--- src/hdl/torque_slew_clamp_watchdog_macros.svh ---
// Assertion macros for the torque slew clamp watchdog
`ifndef TORQUE_SLEW_CLAMP_WATCHDOG_MACROS_SVH
`define TORQUE_SLEW_CLAMP_WATCHDOG_MACROS_SVH

`ifndef SYNTHESIS
// same-cycle implication, sampled on clk, off during reset
`define TSCW_ASSERT_IMP(lbl, ante, cons, msg) \
  lbl: assert property (@(posedge clk) disable iff (!rst_n) (ante) |-> (cons)) \
    else $error(msg);
// next-cycle implication
`define TSCW_ASSERT_NXT(lbl, ante, cons, msg) \
  lbl: assert property (@(posedge clk) disable iff (!rst_n) (ante) |=> (cons)) \
    else $error(msg);
`else
`define TSCW_ASSERT_IMP(lbl, ante, cons, msg)
`define TSCW_ASSERT_NXT(lbl, ante, cons, msg)
`endif

`endif

--- src/hdl/tscw_pkg.sv ---
// Shared types and constants for the torque slew clamp watchdog
package tscw_pkg;

  localparam int JOINTS_DEF       = 7;
  localparam int LARGE_JOINTS_DEF = 4;
  localparam int TORQUE_BITS_DEF  = 18;

  localparam int LIMIT_BITS = 18;
  localparam int SLEW_BITS  = 16;
  localparam int DT_BITS    = 16;
  localparam int AGE_BITS   = 24;
  localparam int CFG_BITS   = 24;
  localparam int CFG_IDX_BITS = 3;

  // slew_rate * dt_us and its quotient by 1000
  localparam int PROD_BITS = SLEW_BITS + DT_BITS;
  localparam int MC_BITS   = 23;
  // floor(p / 1000) == (p * RECIP_MAGIC) >> RECIP_SHIFT for every 32-bit p
  localparam int RECIP_BITS  = 29;
  localparam int RECIP_SHIFT = 38;
  localparam logic [RECIP_BITS-1:0] RECIP_MAGIC = 29'h10624DD3;

  localparam logic signed [LIMIT_BITS-1:0] UPPER_MAX_RST = 18'sd87000;
  localparam logic signed [LIMIT_BITS-1:0] UPPER_MIN_RST = -18'sd87000;
  localparam logic signed [LIMIT_BITS-1:0] LOWER_MAX_RST = 18'sd12000;
  localparam logic signed [LIMIT_BITS-1:0] LOWER_MIN_RST = -18'sd12000;
  localparam logic [SLEW_BITS-1:0] SLEW_RST    = 16'd1000;
  localparam logic [AGE_BITS-1:0]  TIMEOUT_RST = 24'd500000;
  localparam logic [AGE_BITS-1:0]  AGE_MAX     = '1;

  typedef enum logic {
    KIND_CMD  = 1'b0,
    KIND_TICK = 1'b1
  } kind_t;

  typedef enum logic [CFG_IDX_BITS-1:0] {
    CFG_UPPER_MAX = 3'd0,
    CFG_UPPER_MIN = 3'd1,
    CFG_LOWER_MAX = 3'd2,
    CFG_LOWER_MIN = 3'd3,
    CFG_SLEW      = 3'd4,
    CFG_TIMEOUT   = 3'd5
  } cfg_idx_t;

  // pipeline advance strobes for the slew divider
  typedef struct packed {
    logic load1;
    logic load2;
  } tscw_adv_t;

  // per-tick controls shared by all lanes
  typedef struct packed {
    logic states_valid;
    logic slew_en;
    logic timed_out;
  } tscw_lane_ctl_t;

  typedef struct packed {
    logic signed [LIMIT_BITS-1:0] lo;
    logic signed [LIMIT_BITS-1:0] hi;
  } tscw_lim_t;

endpackage

--- src/hdl/tscw_in_if.sv ---
// Input channel: torque commands and control ticks
interface tscw_in_if #(
  parameter int JOINTS      = tscw_pkg::JOINTS_DEF,
  parameter int TORQUE_BITS = tscw_pkg::TORQUE_BITS_DEF
);
  import tscw_pkg::*;

  logic                          valid;
  logic                          ready;
  logic                          kind;
  logic signed [TORQUE_BITS-1:0] torque_j [JOINTS];
  logic [DT_BITS-1:0]            dt_us;
  logic                          states_valid;

  modport source (output valid, kind, torque_j, dt_us, states_valid, input ready);
  modport sink   (input valid, kind, torque_j, dt_us, states_valid, output ready);
endinterface

--- src/hdl/tscw_out_if.sv ---
// Result channel: commanded torques and status flags
interface tscw_out_if #(
  parameter int JOINTS      = tscw_pkg::JOINTS_DEF,
  parameter int TORQUE_BITS = tscw_pkg::TORQUE_BITS_DEF
);
  import tscw_pkg::*;

  logic                          valid;
  logic                          ready;
  logic signed [TORQUE_BITS-1:0] out_j [JOINTS];
  logic                          timed_out;
  logic                          any_clamped;

  modport source (output valid, out_j, timed_out, any_clamped, input ready);
  modport sink   (input valid, out_j, timed_out, any_clamped, output ready);
endinterface

--- src/hdl/tscw_slew_div.sv ---
// Two-stage slew-step unit: slew_rate * dt_us, then divide by 1000
module tscw_slew_div (
  input  logic                          clk,
  input  tscw_pkg::tscw_adv_t           adv,
  input  logic [tscw_pkg::SLEW_BITS-1:0] slew_rate,
  input  logic [tscw_pkg::DT_BITS-1:0]  dt_us,
  output logic [tscw_pkg::MC_BITS-1:0]  slew_step
);
  import tscw_pkg::*;

  localparam int FULL_BITS = PROD_BITS + RECIP_BITS;

  logic [PROD_BITS-1:0] prod_r;
  logic [MC_BITS-1:0]   mc_r;
  logic [FULL_BITS-1:0] scaled;

  // reciprocal multiply; magic constant is exact over the full 32-bit range
  assign scaled = FULL_BITS'(prod_r) * FULL_BITS'(RECIP_MAGIC);

  always_ff @(posedge clk) begin
    if (adv.load1) begin
      prod_r <= PROD_BITS'(slew_rate) * PROD_BITS'(dt_us);
    end
    if (adv.load2) begin
      mc_r <= scaled[RECIP_SHIFT +: MC_BITS];
    end
  end

  assign slew_step = mc_r;
endmodule

--- src/hdl/tscw_lane.sv ---
// One joint lane: slew limit, group clamp, saturation, timeout zeroing
module tscw_lane #(
  parameter int TORQUE_BITS = tscw_pkg::TORQUE_BITS_DEF
) (
  input  logic signed [TORQUE_BITS-1:0] desired,
  input  logic signed [TORQUE_BITS-1:0] prev,
  input  logic [tscw_pkg::MC_BITS-1:0]  slew_step,
  input  tscw_pkg::tscw_lim_t           lim,
  input  tscw_pkg::tscw_lane_ctl_t      ctl,
  output logic signed [TORQUE_BITS-1:0] result,
  output logic                          clamped
);
  import tscw_pkg::*;

  localparam int W0 = (TORQUE_BITS > LIMIT_BITS) ? TORQUE_BITS : LIMIT_BITS;
  localparam int W1 = (W0 > MC_BITS + 1) ? W0 : MC_BITS + 1;
  localparam int LW = W1 + 2;
  localparam logic signed [LW-1:0] TMAX = LW'((64'sd1 <<< (TORQUE_BITS - 1)) - 64'sd1);
  localparam logic signed [LW-1:0] TMIN = -TMAX - LW'(1);

  logic signed [LW-1:0] v0, p, mc, d, v1, lo, hi, c;

  always_comb begin
    p  = LW'(prev);
    v0 = ctl.states_valid ? LW'(desired) : '0;
    mc = LW'(signed'({1'b0, slew_step}));
    lo = LW'(lim.lo);
    hi = LW'(lim.hi);
    d  = v0 - p;
    v1 = v0;
    if (ctl.slew_en) begin
      if (d > mc) begin
        v1 = p + mc;
      end else if (d < -mc) begin
        v1 = p - mc;
      end
    end
    // lo is checked before hi, which matters when the limits cross
    if (v1 < lo) begin
      c = lo;
    end else if (hi < v1) begin
      c = hi;
    end else begin
      c = v1;
    end
    clamped = (c != v1);
    if (c > TMAX) begin
      c = TMAX;
    end else if (c < TMIN) begin
      c = TMIN;
    end
    result = ctl.timed_out ? '0 : TORQUE_BITS'(c);
  end
endmodule

--- src/hdl/torque_slew_clamp_watchdog.sv ---
// Top level: input pipeline, per-joint lanes, merge and result register
// Tick path: v1_r stage, v2_r stage, result register, then result valid.
// Throughput: one item per cycle unless out_ch.ready stalls; the lane stage reads
//   and writes the previous outputs in the same cycle and so sets the rate.
// Commands produce no result and only update desired torques and command age.
// Reset (rst_n low, synchronous): limits, slew rate and timeout return to
//   defaults; desired torques, previous outputs, command age and pipeline clear.
`include "torque_slew_clamp_watchdog_macros.svh"
module torque_slew_clamp_watchdog #(
  parameter int JOINTS       = tscw_pkg::JOINTS_DEF,
  parameter int LARGE_JOINTS = tscw_pkg::LARGE_JOINTS_DEF,
  parameter int TORQUE_BITS  = tscw_pkg::TORQUE_BITS_DEF
) (
  input  logic                              clk,
  input  logic                              rst_n,
  tscw_in_if.sink                           in_ch,
  tscw_out_if.source                        out_ch,
  input  logic                              cfg_we,
  input  logic [tscw_pkg::CFG_IDX_BITS-1:0] cfg_index,
  input  logic [tscw_pkg::CFG_BITS-1:0]     cfg_wdata
);
  import tscw_pkg::*;

  // configuration
  logic signed [LIMIT_BITS-1:0] upper_max_r, upper_min_r, lower_max_r, lower_min_r;
  logic [SLEW_BITS-1:0]         slew_r;
  logic [AGE_BITS-1:0]          timeout_r;

  // block state
  logic signed [TORQUE_BITS-1:0] desired_r [JOINTS];
  logic signed [TORQUE_BITS-1:0] prev_r    [JOINTS];
  logic [AGE_BITS-1:0]           age_r;

  // pipeline stages
  logic                          v1_r, v2_r;
  logic                          kind1_r, kind2_r;
  logic signed [TORQUE_BITS-1:0] tq1_r [JOINTS];
  logic signed [TORQUE_BITS-1:0] tq2_r [JOINTS];
  logic [DT_BITS-1:0]            dt1_r, dt2_r;
  logic                          sv1_r, sv2_r;

  // result register
  logic                          out_valid_r;
  logic signed [TORQUE_BITS-1:0] out_j_r [JOINTS];
  logic                          out_to_r, out_cl_r;

  logic           can_out, go2, rdy2, go1, in_ready, accept;
  tscw_adv_t      adv;
  logic [MC_BITS-1:0] slew_step;
  logic [AGE_BITS:0]  age_sum;
  logic [AGE_BITS-1:0] age_nxt;
  logic           timed_out;
  tscw_lane_ctl_t lane_ctl;
  tscw_lim_t      lim_upper, lim_lower;
  logic signed [TORQUE_BITS-1:0] lane_res [JOINTS];
  logic [JOINTS-1:0] lane_clamp;
  logic           out_zero;

  // handshake chain; a command leaves the lane stage without a result slot
  assign can_out  = !out_valid_r || out_ch.ready;
  assign go2      = v2_r && ((kind2_r == KIND_CMD) || can_out);
  assign rdy2     = !v2_r || go2;
  assign go1      = v1_r && rdy2;
  assign in_ready = !v1_r || go1;
  assign accept   = in_ch.valid && in_ready;
  assign in_ch.ready = in_ready;

  assign adv.load1 = accept;
  assign adv.load2 = go1;

  tscw_slew_div u_div (
    .clk       (clk),
    .adv       (adv),
    .slew_rate (slew_r),
    .dt_us     (in_ch.dt_us),
    .slew_step (slew_step)
  );

  assign age_sum   = {1'b0, age_r} + (AGE_BITS + 1)'(dt2_r);
  assign age_nxt   = age_sum[AGE_BITS] ? AGE_MAX : age_sum[AGE_BITS-1:0];
  assign timed_out = age_nxt > timeout_r;

  assign lane_ctl.states_valid = sv2_r;
  assign lane_ctl.slew_en      = |dt2_r;
  assign lane_ctl.timed_out    = timed_out;
  assign lim_upper.lo = upper_min_r;
  assign lim_upper.hi = upper_max_r;
  assign lim_lower.lo = lower_min_r;
  assign lim_lower.hi = lower_max_r;

  for (genvar g = 0; g < JOINTS; g++) begin : g_lane
    tscw_lane #(.TORQUE_BITS(TORQUE_BITS)) u_lane (
      .desired   (desired_r[g]),
      .prev      (prev_r[g]),
      .slew_step (slew_step),
      .lim       ((g < LARGE_JOINTS) ? lim_upper : lim_lower),
      .ctl       (lane_ctl),
      .result    (lane_res[g]),
      .clamped   (lane_clamp[g])
    );
  end

  // config and control
  always_ff @(posedge clk) begin
    if (!rst_n) begin
      upper_max_r <= UPPER_MAX_RST;
      upper_min_r <= UPPER_MIN_RST;
      lower_max_r <= LOWER_MAX_RST;
      lower_min_r <= LOWER_MIN_RST;
      slew_r      <= SLEW_RST;
      timeout_r   <= TIMEOUT_RST;
    end else if (cfg_we) begin
      unique case (cfg_index)
        CFG_UPPER_MAX: upper_max_r <= cfg_wdata[LIMIT_BITS-1:0];
        CFG_UPPER_MIN: upper_min_r <= cfg_wdata[LIMIT_BITS-1:0];
        CFG_LOWER_MAX: lower_max_r <= cfg_wdata[LIMIT_BITS-1:0];
        CFG_LOWER_MIN: lower_min_r <= cfg_wdata[LIMIT_BITS-1:0];
        CFG_SLEW:      slew_r      <= cfg_wdata[SLEW_BITS-1:0];
        CFG_TIMEOUT:   timeout_r   <= cfg_wdata[AGE_BITS-1:0];
        default: ;
      endcase
    end
  end

  always_ff @(posedge clk) begin
    if (!rst_n) begin
      v1_r        <= 1'b0;
      v2_r        <= 1'b0;
      out_valid_r <= 1'b0;
      age_r       <= '0;
      for (int j = 0; j < JOINTS; j++) begin
        desired_r[j] <= '0;
        prev_r[j]    <= '0;
      end
    end else begin
      if (accept) begin
        v1_r <= 1'b1;
      end else if (go1) begin
        v1_r <= 1'b0;
      end
      if (go1) begin
        v2_r <= 1'b1;
      end else if (go2) begin
        v2_r <= 1'b0;
      end
      if (go2 && (kind2_r == KIND_TICK)) begin
        out_valid_r <= 1'b1;
      end else if (out_ch.ready) begin
        out_valid_r <= 1'b0;
      end
      if (go2) begin
        if (kind2_r == KIND_CMD) begin
          desired_r <= tq2_r;
          age_r     <= '0;
        end else begin
          prev_r <= lane_res;
          age_r  <= age_nxt;
        end
      end
    end
  end

  // payload registers
  always_ff @(posedge clk) begin
    if (accept) begin
      kind1_r <= in_ch.kind;
      tq1_r   <= in_ch.torque_j;
      dt1_r   <= in_ch.dt_us;
      sv1_r   <= in_ch.states_valid;
    end
    if (go1) begin
      kind2_r <= kind1_r;
      tq2_r   <= tq1_r;
      dt2_r   <= dt1_r;
      sv2_r   <= sv1_r;
    end
    if (go2 && (kind2_r == KIND_TICK)) begin
      out_j_r  <= lane_res;
      out_to_r <= timed_out;
      out_cl_r <= |lane_clamp;
    end
  end

  assign out_ch.valid       = out_valid_r;
  assign out_ch.out_j       = out_j_r;
  assign out_ch.timed_out   = out_to_r;
  assign out_ch.any_clamped = out_cl_r;

  always_comb begin
    out_zero = 1'b1;
    for (int j = 0; j < JOINTS; j++) begin
      out_zero = out_zero && (out_j_r[j] == '0);
    end
  end

  `TSCW_ASSERT_NXT(a_tick_gives_result, go2 && (kind2_r == KIND_TICK), out_valid_r, "tick transaction lost its result")
  `TSCW_ASSERT_NXT(a_cmd_clears_age, go2 && (kind2_r == KIND_CMD), age_r == '0, "command did not clear age")
  `TSCW_ASSERT_IMP(a_stall_only_when_full, !in_ready, v1_r && v2_r && out_valid_r, "input stalled with room in pipeline")
  `TSCW_ASSERT_IMP(a_timeout_zeroes, out_valid_r && out_to_r, out_zero, "timed out result not zero")
endmodule
--- src/flat_wrapper.sv ---
// flat-port wrapper written by rule: the top's interface ports become plain ports
module torque_slew_clamp_watchdog_flat import tscw_pkg::*;
#(
  parameter int JOINTS       = tscw_pkg::JOINTS_DEF,
  parameter int LARGE_JOINTS = tscw_pkg::LARGE_JOINTS_DEF,
  parameter int TORQUE_BITS  = tscw_pkg::TORQUE_BITS_DEF
)
  (clk, rst_n, cfg_we, cfg_index, cfg_wdata, in_ch_valid, in_ch_kind, in_ch_torque_j, in_ch_dt_us, in_ch_states_valid, in_ch_ready, out_ch_valid, out_ch_out_j, out_ch_timed_out, out_ch_any_clamped, out_ch_ready);
  tscw_in_if #(.JOINTS(JOINTS), .TORQUE_BITS(TORQUE_BITS)) in_ch_i ();
  tscw_out_if #(.JOINTS(JOINTS), .TORQUE_BITS(TORQUE_BITS)) out_ch_i ();
  input  logic clk;
  input  logic rst_n;
  input  logic cfg_we;
  input  logic [tscw_pkg::CFG_IDX_BITS-1:0] cfg_index;
  input  logic [tscw_pkg::CFG_BITS-1:0] cfg_wdata;
  input wire logic [$bits(in_ch_i.valid)-1:0] in_ch_valid;
  input wire logic [$bits(in_ch_i.kind)-1:0] in_ch_kind;
  input wire logic [$bits(in_ch_i.torque_j)-1:0] in_ch_torque_j;
  input wire logic [$bits(in_ch_i.dt_us)-1:0] in_ch_dt_us;
  input wire logic [$bits(in_ch_i.states_valid)-1:0] in_ch_states_valid;
  output wire logic [$bits(in_ch_i.ready)-1:0] in_ch_ready;
  output wire logic [$bits(out_ch_i.valid)-1:0] out_ch_valid;
  output wire logic [$bits(out_ch_i.out_j)-1:0] out_ch_out_j;
  output wire logic [$bits(out_ch_i.timed_out)-1:0] out_ch_timed_out;
  output wire logic [$bits(out_ch_i.any_clamped)-1:0] out_ch_any_clamped;
  input wire logic [$bits(out_ch_i.ready)-1:0] out_ch_ready;
  assign in_ch_i.valid = in_ch_valid;
  assign in_ch_i.kind = in_ch_kind;
  assign in_ch_i.torque_j = {>>{in_ch_torque_j}};
  assign in_ch_i.dt_us = in_ch_dt_us;
  assign in_ch_i.states_valid = in_ch_states_valid;
  assign in_ch_ready = in_ch_i.ready;
  assign out_ch_valid = out_ch_i.valid;
  assign out_ch_out_j = {>>{out_ch_i.out_j}};
  assign out_ch_timed_out = out_ch_i.timed_out;
  assign out_ch_any_clamped = out_ch_i.any_clamped;
  assign out_ch_i.ready = out_ch_ready;
  torque_slew_clamp_watchdog #(.JOINTS(JOINTS), .LARGE_JOINTS(LARGE_JOINTS), .TORQUE_BITS(TORQUE_BITS)) u_core (.clk(clk), .rst_n(rst_n), .in_ch(in_ch_i), .out_ch(out_ch_i), .cfg_we(cfg_we), .cfg_index(cfg_index), .cfg_wdata(cfg_wdata));
endmodule
--- config.mk ---
export PLATFORM = sky130hd
export DESIGN_NAME = torque_slew_clamp_watchdog_flat
export DESIGN_NICKNAME = d
export VERILOG_FILES = /design/src/hdl/tscw_pkg.sv /design/src/hdl/tscw_in_if.sv /design/src/hdl/tscw_out_if.sv /design/src/hdl/tscw_slew_div.sv /design/src/hdl/tscw_lane.sv /design/src/hdl/torque_slew_clamp_watchdog.sv /design/src/flat_wrapper.sv
export VERILOG_INCLUDE_DIRS = /design/src /design/src/hdl
export SDC_FILE = /design/constraint.sdc
export NUM_CORES = 2
export LEC_CHECK = 0
export ABC_AREA = 1
export BUFFER_PORTS_ARGS = -buffer_cell sky130_fd_sc_hd__buf_4
export CAP_MARGIN = 20
export CORE_MARGIN = 5
export CORE_UTILIZATION = 59
export DETAILED_ROUTE_END_ITERATION = 7
export PLACE_DENSITY = 0.79
export SETUP_SLACK_MARGIN = 0.05
export SLEW_MARGIN = 25
export SYNTH_ARGS = -nofsm -noshare
export SYNTH_HDL_FRONTEND = slang
export SYNTH_SLANG_ARGS = --single-unit
export TNS_END_PERCENT = 10
--- constraint.sdc ---
create_clock -name clk -period 9.2 [get_ports clk]
set_input_delay 1.38 -clock clk [delete_from_list [all_inputs] [get_ports clk]]
set_output_delay 1.38 -clock clk [all_outputs]
set_load 0.01 [all_outputs]
==> results.py <==
metrics = {
    "clocking": {
        "cts_root_buffer": "clkbuf_16",
        "numCtsBuffers": 99,
        "clock_latency_ns": 0.82,
        "clk_pin_slew_ns": 0.06,
        "hold_buffers": 0,
        "cts.sinks": 862,
        "h-tree-depth": 3,
        "tritoncts": "yes",
        "clk_path_buf_depth": 3,
    },
    "worst_setup_path": {
        "end_kind": "flip-flop",
        "slowest_delay_ns": 0.50,
        "cp-start-kind": "flip-flop",
        "path_class": "reg2reg",
        "crit_path_top_delay_cell": "edfxtp_1",
        "critPathTopFamily": "simple AND/OR/NAND/NOR gates",
        "crit_required_ns": 9.71,
        "worst-path-buf-inv": 9,
        "cp.arrival_ns": 9.39,
        "cpMostUsedCell": "nand2_1",
        "worst-path-max-fanout": 21,
    },
    "logic_synthesis": {
        "netlist_area_sq_mm": 0.105,
        "syn_area_per_cell_sq_um": 7.34,
        "synth_commonest_cells": "nand2_1 (3,256), inv_1 (2,152), ha_1 (1,660)",
        "yosysMostFrequentCell": "nand2_1",
        "ys_async_sr_fraction_pct": 0,
        "synth.ff_latch_count": 862,
        "netlist_top_cells_area": "ha_1 (20%), edfxtp_1 (13%), nand2_1 (12%)",
        "synth_cell_types": 76,
        "yosys_warnings": 0,
        "syn_nets": 16701,
        "synth_top_area_share_pct": 19.7,
        "synth_top_cell_by_area": "ha_1",
        "synth_edf_count": 471,
        "syn_inst": 14351,
        "seq_area_frac_synth_pct": 20.9,
        "synth_ff_type": "edfxtp_1",
    },
    "routing": {
        "viasPerCell": 6.09,
        "remaining_drc_errors": 0,
        "finalWirelength_microns": 423000,
        "ant_nets": 0,
        "vias": 103802,
        "routedWlPerCell_microns": 24.8,
        "dr.pass1.iters": 7,
        "first_iter_violations": 12607,
    },
    "grt": {
        "gr-total-overflow": 0,
        "grtUsageMet3_pct": 11.1,
        "busiest_layer": "met2",
        "grt_pass1_wl_microns": 612000,
        "grt_usage_pct": 43.8,
        "grt_use_met1_pct": 55.4,
        "met2_usage_pct": 65.2,
        "grt_max_degree": 169,
        "grt_pass1_vias": 97685,
        "antenna_found_initial": 38,
    },
    "run": {
        "drv_cap": 0,
    },
    "timing": {
        "max-slew-margin-rel_pct": 27.0,
        "drv_slew": 0,
        "setup_viol": 0,
        "finalHoldViolations": 0,
        "layout_min_cycle_time_ns": 8.88,
        "whs_ns": 0.417,
        "fmaxAchievable_mhz": 113,
        "finalClockSkew_ns": 0.0864,
        "min_period_over_period_pct": 96.5,
        "worst_pin_slew_ns": 1.08,
        "rsz0062_at_grt": "yes",
    },
    "cells_and_area": {
        "drive_gt1_share_pct": 7.89,
        "syn_to_final_growth_pct": 9.42,
        "stdcell_count": 17051,
        "nNetsFinal": 16933,
        "finalInstanceArea_sq_mm": 0.115,
    },
    "floorplanning": {
        "die_w_microns": 432,
        "io_pins": 306,
        "die-area_sq_mm": 0.187,
        "rows": 155,
        "core_sq_mm": 0.178,
        "start_util_pct": 59.2,
        "die_h_microns": 432,
    },
    "placement": {
        "dpl_cell_area_sq_mm": 0.111,
        "dpl.hpwl_microns": 333000,
        "place_congestion": 1.10,
        "port_buffers": 305,
        "place_inst": 16806,
    },
    "hold_path": {
        "hold_class": "reg2reg",
    },
    "run_status": {
        "status": "finished clean",
    },
}
## cell usage in the layout, fill, tap and decap left out, drive strengths merged, types with 19 or more instances in the layout
cell type and instances:
xor2 318, a21o 50, diode 26, o31ai 28
a21boi 19, nand3 975, inv 2184, o21a 23
o211ai 136, dfxtp 391, fa 514, edfxtp 471
nand4 118, a31oi 87, xnor2 71, nor4 51
a211oi 46, clkinv 37, a2111oi 19, a21oi 1233
ha 1660, buf 590, nor2 916, nand2 3394
nor3 98, clkbuf 122, o21bai 47, o21ai 911
## state kept, by name, indices dropped and copies added, names as in the netlist, 16 cells and up
register	flops
u_core.tq2_r	126
u_core.tq1_r	126
u_core.lower_min_r	18
u_core.timeout_r	24
u_core.out_ch.out_j	126
u_core.age_r	24
u_core.upper_min_r	18
u_core.u_div.slew_step	23
u_core.upper_max_r	18
u_core.u_div.prod_r	32
u_core.lower_max_r	18
u_core.slew_r	16
u_core.dt2_r	16
u_core.prev_r	126
u_core.dt1_r	16
u_core.desired_r	126
## metal layers
metal  share of wire [%]  wire length (microns)
met5               0.033                    140
met4                 8.9                  37700
met3                  12                  51400
met2                  42                 175000
met1                  37                 158000
## final cells by class
| cell class | count | area, sq um |
|---|---|---|
| clock buffer | 120 | 2650 |
| tap | 2355 | 2950 |
| multi-input combinational | 10854 | 73800 |
| inverter | 2174 | 8210 |
| fill | 15949 | 62800 |
| clock inverter | 68 | 875 |
| antenna | 26 | 65.1 |
| sequential | 862 | 22000 |
| timing repair buffer | 592 | 4750 |
## worst paths after layout
path               startpoint                         to  slack (ns)  cells past startpoint
max              u_core.sv2_r  u_core.out_ch.any_clamped        0.32                     53
min reg2reg  u_core.tq1_r[62]           u_core.tq2_r[62]        0.42                      0
min          u_core.tq1_r[62]           u_core.tq2_r[62]        0.42                      0
max reg2reg      u_core.sv2_r  u_core.out_ch.any_clamped        0.32                     53
## what timing repair did
item	CTS	global route
buffers inserted	0	26
cloned	0	3
setup endpoints to repair	20	241
resized for setup	6	177
pin swaps	0	10
## through the flow
stage          setup TNS, ns  util (%)  worst slack, ns
5_1_grt              -0.0911      64.7          -0.0910
3_5_place_dp          -0.129      62.2           -0.129
4_1_cts                    0      64.2           0.0711
3_3_place_gp          -0.109      62.2           -0.109
2_1_floorplan              0         -            0.238
6_report                   0      64.7            0.318
## cells by family (layout without fill, tap and decap cells)
kind of cell             after synthesis  in the layout  synth area share, %
flip-flops                           862            862                 20.9
AND/OR/NAND/NOR                     5608           5609                 22.5
other                                  0             26                    0
adder cells (fa/ha/maj)             2174           2174                 29.5
buffers and inverters               2636           2954                 9.60
AO/OA/AOI/OAI                       2682           2682                 14.3
XOR/XNOR                             389            389                 3.24
## worst reg2reg max path: cells and delay by family (launching register included)
kind | cells | cell delay (ns)
xor+xnor | 1 | 0.31
buf+inv | 9 | 1.61
simple gates | 28 | 3.08
compound gates | 12 | 1.99
fa+ha+maj | 3 | 1.09
flops | 1 | 0.50
Power is left out: the tool's default activity adds up to more than one toggle a clock period on the data nets, which glitch-free logic cannot reach.
